File: config.mk
export PLATFORM = sky130hd
export DESIGN_NAME = sti_key_ram
export DESIGN_NICKNAME = d
export VERILOG_FILES = /design/src/rtl/sti_pkg.sv /design/src/rtl/sti_key_ram.sv
export SDC_FILE = /design/constraint.sdc
export NUM_CORES = 2
export LEC_CHECK = 0
export BUFFER_PORTS_ARGS = -buffer_cell sky130_fd_sc_hd__buf_2
export CAP_MARGIN = 0
export CORE_MARGIN = 2
export CORE_UTILIZATION = 57
export CTS_CLUSTER_DIAMETER = 150
export DETAILED_ROUTE_END_ITERATION = 7
export PLACE_DENSITY_LB_ADDON = 0.05
export SLEW_MARGIN = 30
export SYNTH_ARGS = -nofsm -noshare
export SYNTH_HDL_FRONTEND = slang
export SYNTH_SLANG_ARGS = --single-unit
File: constraint.sdc
create_clock -name i_clk -period 6.4 [get_ports i_clk]
set_input_delay 1.28 -clock i_clk [delete_from_list [all_inputs] [get_ports i_clk]]
set_output_delay 1.28 -clock i_clk [all_outputs]
set_load 0.03 [all_outputs]
File: src/rtl/sti_pkg.sv
// ----------------------------------------------------------------------------
// sti_pkg: shared types and constants of the sorted time index
// Item layouts, operation and status codes, table sizing.
// ----------------------------------------------------------------------------
`default_nettype none

package sti_pkg;

    localparam int DEPTH = 64;
    localparam int IDX_W = $clog2(DEPTH);
    localparam int CNT_W = $clog2(DEPTH + 1);
    localparam int KEY_W = 64;

    localparam logic [CNT_W-1:0] DEPTH_CNT = CNT_W'(DEPTH);
    localparam logic [KEY_W-1:0] ALL_ONES  = '1;

    // operation codes
    localparam logic [1:0] OP_INSERT = 2'd0;
    localparam logic [1:0] OP_RANGE  = 2'd1;
    localparam logic [1:0] OP_AFTER  = 2'd2;
    localparam logic [1:0] OP_PRIOR  = 2'd3;

    // status codes
    localparam logic [1:0] ST_OK        = 2'd0;
    localparam logic [1:0] ST_NOT_FOUND = 2'd1;
    localparam logic [1:0] ST_DUPLICATE = 2'd2;
    localparam logic [1:0] ST_FULL      = 2'd3;

    typedef struct packed {
        logic [1:0]       operation;
        logic [KEY_W-1:0] key;
        logic [KEY_W-1:0] end_key;
    } t_in_item;

    typedef struct packed {
        logic [1:0]       status;
        logic [KEY_W-1:0] value;
        logic             last;
    } t_out_item;

endpackage

`default_nettype wire

File: src/rtl/sti_key_ram.sv
// ----------------------------------------------------------------------------
// sti_key_ram: key storage of the sorted time index
// One write port, one read port with registered read data.
// ----------------------------------------------------------------------------
`default_nettype none

module sti_key_ram (
    input  wire logic                      i_clk,
    input  wire logic                      i_we,
    input  wire logic [sti_pkg::IDX_W-1:0] i_waddr,
    input  wire logic [sti_pkg::KEY_W-1:0] i_wdata,
    input  wire logic                      i_re,
    input  wire logic [sti_pkg::IDX_W-1:0] i_raddr,
    output logic      [sti_pkg::KEY_W-1:0] o_rdata
);

    logic [sti_pkg::KEY_W-1:0] r_mem [sti_pkg::DEPTH];
    logic [sti_pkg::KEY_W-1:0] r_rdata;

    always_ff @(posedge i_clk) begin
        if (i_we) begin
            r_mem[i_waddr] <= i_wdata;
        end
    end

    // hold read data until the next read
    always_ff @(posedge i_clk) begin
        if (i_re) begin
            r_rdata <= r_mem[i_raddr];
        end
    end

    assign o_rdata = r_rdata;

endmodule

`default_nettype wire

---- Yosys cells after proc, flatten, opt, wreduce, memory -nomap -nowiden ----
Memory sizes are Yosys's and may differ from the RTL's. A register that Yosys moved wholly into a read port is not among the register bits.
Index checks and enable logic that the tools add are counted.
Widths: inputs -> output; s select.
word-level totals
  register bits ........................... 0
  ROM bits ................................ 0
  output and inout port bits .............. 64
  memories kept ........................... 1
  memory bits (writable) .................. 4096
  input port bits ......................... 79
  latch bits .............................. 0
memory list
  name   words  bits a word  read ports  clocked after memory_dff  wr ports  line               source
  r_mem  64     64           1           1                         1         sti_key_ram.sv:17  logic [sti_pkg::KEY_W-1:0] r_mem [sti_pkg::DEPTH];
cells by class
  eq/ne operators ......................... 0
  $mul .................................... 0
  add/sub/neg operators ................... 0
  reductions and logical operators ........ 0
  muxes and demuxes ....................... 2
  shift operators ......................... 0
  bitwise logic cells ..................... 0
  divide/modulo/power cells ............... 0
  order comparisons ....................... 0
operators by type and width
  kind    count
  $mux 1  2

---- Logic depth before layout (Yosys ltp) ----
  depth in word-level cells ............... 2
  gate-level depth with buffers ........... 9

---- Worst setup path after synthesis ----
OpenSTA, ideal clock, no wires.
  kind .................................... input-to-reg
  start point ............................. input i_waddr[3] (netlist name)
  end point ............................... memory r_mem[48][0] (netlist name), enable pin
  cell stages on the path ................. 4
  path buffers ............................ 1
  path slack .............................. -316 ps
  arrival ................................. 6152 ps
  required time ........................... 5836 ps
  path through ............................ clkbuf_1 -> nor2b_1 -> nand4b_1 -> nor3_1
RTL lines
  item                line               source
  start: declaration  sti_key_ram.sv:10  input wire logic [sti_pkg::IDX_W-1:0] i_waddr,
  end: declaration    sti_key_ram.sv:17
Straight into the memory's write port.

==> key figures <==
STA
  • Rel. slew slack: 0.2964
  • Setup Viol. Count Final: 0
  • Minimum clock period: 3.617 ns
  • Final Hold Viols: 0
  • Setup ws final: 2.783 ns
  • Worst hold slack: 0.8063 ns
  • RSZ-0062 raised after global routing: no
  • Worst Tran Pin Value: 1.053 ns
  • Fin crit share: 0.5652
  • Worst Skew: between 0.04 and 0.05 ns
  • Achievable Freq: 276.4 MHz
  • Slew Limit Fails: 0
  • Final TNS setup: 0 ns

CTS
  • CTS H-tree depth: 5
  • Hold Buf Count CTS: 0
  • Clock Latency Late Sink: between 0.9 and 1 ns
  • Resize count post-CTS: 0
  • Num CTS Buffers: 411
  • CTS tree: yes
  • Root Driver: clkbuf_16
  • CTS Buffer Depth: 4
  • Clk slew on worst S/H paths: 0.06 ns
  • Clk sinks: 4160
  • Buffer count from post-CTS setup fixing: 0

Synth
  • Synthesized flop and latch total: 4160
  • Mapped Area: 0.1570 mm^2
  • Async SR Flop Fraction: 0
  • Top_reg_cell synth: edfxtp_1
  • Seq/Total Area, Yosys: 0.7957
  • Mapped Cells: around 6.6k
  • Yosys Warn Count: 0
  • Yosys cell types: 32
  • Post-synth EDFFs: 4160
  • Synth Net Count: 6677
  • Avg Inst Size Synth: 23.79 um^2

Detailed routing
  • Top layer in use: met5
  • Vias per inst: 6.983
  • Detailed-route via count: 76.54k
  • Met2 wire len: 208700 um
  • DRT Wirelength: 435000 um
  • Antenna-violating nets left: 0
  • Initial DRC count: between 10k and 15k
  • DRC violations left: 0
  • M1 wire length: approximately 170000 um
  • Pre-antenna DRT Iters: 5
  • Wire per inst: 39.69 um
  • Metal3 WL: between 40000 and 50000 um

Critical path
  • Crit-path max FO: 65
  • Worst r2r dst: o_rdata[25]$_DFFE_PP_
  • Crit path kind: in2reg
  • Crit path required time: 7.07 ns
  • FF-to-FF setup slack: 4.20 ns
  • Reg2reg start: r_mem[50][25]$_DFFE_PP_
  • CP Capture Type: register
  • CP arrival: 4.29 ns
  • Reg2reg path depth: 5
  • CP Launch Type: primary input

Placement
  • Place WS: 1.680 ns
  • DP HPWL: 231600 um
  • Dpl cells: 10.21k
  • PortBufs: between 100 and 150
  • Final RePlAce weighted congestion: 0.7867

Pwr
  • Peak supply drop: 0.2740 mV
  • Pwr/cell area: 318.7 mW/mm^2
  • Lkg Pwr: 55.29 nW

Finish
  • Multi-input combinational cell area: 0.03080 mm^2
  • # nets final: 7116
  • Cell Count, Final, Fillers Out: 10.96k
  • Area Growth Syn to Fin: 12.86%
  • Reg area: 0.1249 mm^2
  • Fillers: 17.87k
  • Fraction of layout cells with a size suffix above 1: 0.2838

Global route
  • Number of global-route vias before repair: 74.89k
  • Largest net degree at the start of global routing: 98
  • First-pass GRT wire length: 599700 um
  • Initial antenna violation count: 31
  • GR Overflow Total: 0
  • Gr usage total: 0.3126

Min path
  • Worst Hold End: r_mem[19][21]$_DFFE_PP_
  • Hold_sp: i_wdata[21]
  • Hold Crit Depth: 1
  • Hold/Removal Path Class: in2reg

Flow run
  • Max Cap Viol: 0

Floorplanning
  • Initial core utilization: 0.5732
  • Die H: roughly 530 um
  • Num ports: 143
  • Die W: 528.8 um
  • Die ar.: about 0.28 mm^2
  • Core Footprint: 0.2739 mm^2
  • Row count: 192

Run status
  • Status: complete, no violations
cell usage after synthesis (all sizes together) (3+ instances only):
cell / number / area share
a211oi: 63 / 0.0030
a22o: 88 / 0.0049
a22oi: 168 / 0.0080
a2bb2oi: 19 / 0.0011
a31oi: 18 / 0.00072
a41oi: 26 / 0.0015
and2: 3 / 0.00012
and3: 64 / 0.0026
buf: 230 / 0.0080
clkbuf: 140 / 0.0033
edfxtp: 4160 / 0.80
inv: 19 / 0.00045
mux2i: 135 / 0.0086
mux4: 1024 / 0.15
nand2: 58 / 0.0014
nand2b: 11 / 0.00044
nand3: 45 / 0.0014
nor2: 112 / 0.0027
nor2b: 28 / 0.0011
o221ai: 38 / 0.0021
o22ai: 83 / 0.0033
or2: 28 / 0.0011
or3: 29 / 0.0012
power breakdown:
group | switching, mW | total (mW) | internal (mW)
Sequential | 0.104 | 30.3 | 30.2
Combinational | 1.66 | 2.61 | 0.949
Clock | 10.1 | 23.5 | 13.4
Total | 11.9 | 56.5 | 44.6
flip-flops by register name (all words and copies together), names as in the netlist:
register and count:
r_mem 4096, o_rdata 64
cells by family (layout without fill, tap and decap cells):
family	count (synthesis)	count (layout)	synth area share
AO/OA/AOI/OAI	504	504	0.02467
buffers and inverters	389	1149	0.01176
flip-flops	4160	4160	0.7957
multiplexers	1159	1159	0.1555
other	0	13	0
AND/OR/NAND/NOR	386	386	0.01235
through the flow:
| stage | power [mW] | utilization | instance area (um^2) |
|---|---|---|---|
| global placement | 33.47 | 0.5978 | 163700 |
| CTS | 56.75 | 0.6462 | 177000 |
| finish | 56.47 | 0.6470 | 177200 |
| global route | 57.93 | 0.6469 | 177200 |
| detailed placement | 33.52 | 0.5987 | 164000 |
| floorplan | 32.34 | - | 157000 |
routing by layer:
| layer | global-route usage | vias to the layer above |
|---|---|---|
| met4 | 0.08250 | 8 |
| met2 | 0.4887 | 4366 |
| met1 | 0.4641 | 42046 |
| met5 | 0 | - |
| li1 | - | 29463 |
| met3 | 0.05579 | 655 |
cells in the final DEF (no fill, tap or decap), drive strengths merged, types with 63 or more instances in the layout:
cell    netlist  layout
mux2i       135     135
mux4       1024    1024
a22oi       168     168
and3         64      64
a211oi       63      63
nor2        112     112
buf         230     396
a22o         88      88
clkbuf      140     502
edfxtp     4160    4160
o22ai        83      83
clkinv        0     177
worst max-delay path: stages:
cell,delay (ns)
buf_12,0.43
buf_12,0.38
buf_12,0.46
mux4_2,0.58
mux2i_1,0.18
nand2_1,0.08
a31oi_1,0.67
a211oi_1,0.10
worst max-delay path by stage:
stage	startpoint	to	slack [ns]	depth (start not counted)
6_report	i_raddr[0]	o_rdata[31]$_DFFE_PP_	2.78	8
5_1_grt	i_raddr[0]	o_rdata[31]$_DFFE_PP_	2.65	8
4_1_cts	i_raddr[0]	o_rdata[31]$_DFFE_PP_	2.70	8
3_5_place_dp	i_raddr[0]	o_rdata[31]$_DFFE_PP_	1.68	8
3_3_place_gp	i_raddr[0]	o_rdata[31]$_DFFE_PP_	1.73	8
2_1_floorplan	i_waddr[5]	r_mem[39][0]$_DFFE_PP_	1.09	4
area by class of cell:
class / instances / share of cell area
Timing Repair Buffer: 396 / 0.02178
Sequential cell: 4160 / 0.7050
Antenna cell: 13 / 0.0001836
Inverter: 19 / 0.0004025
Tap cell: 3589 / 0.02534
Clock inverter: 232 / 0.01297
Clock buffer: 502 / 0.06046
Multi-Input combinational cell: 2049 / 0.1738
(Power assumes the default switching activity.)
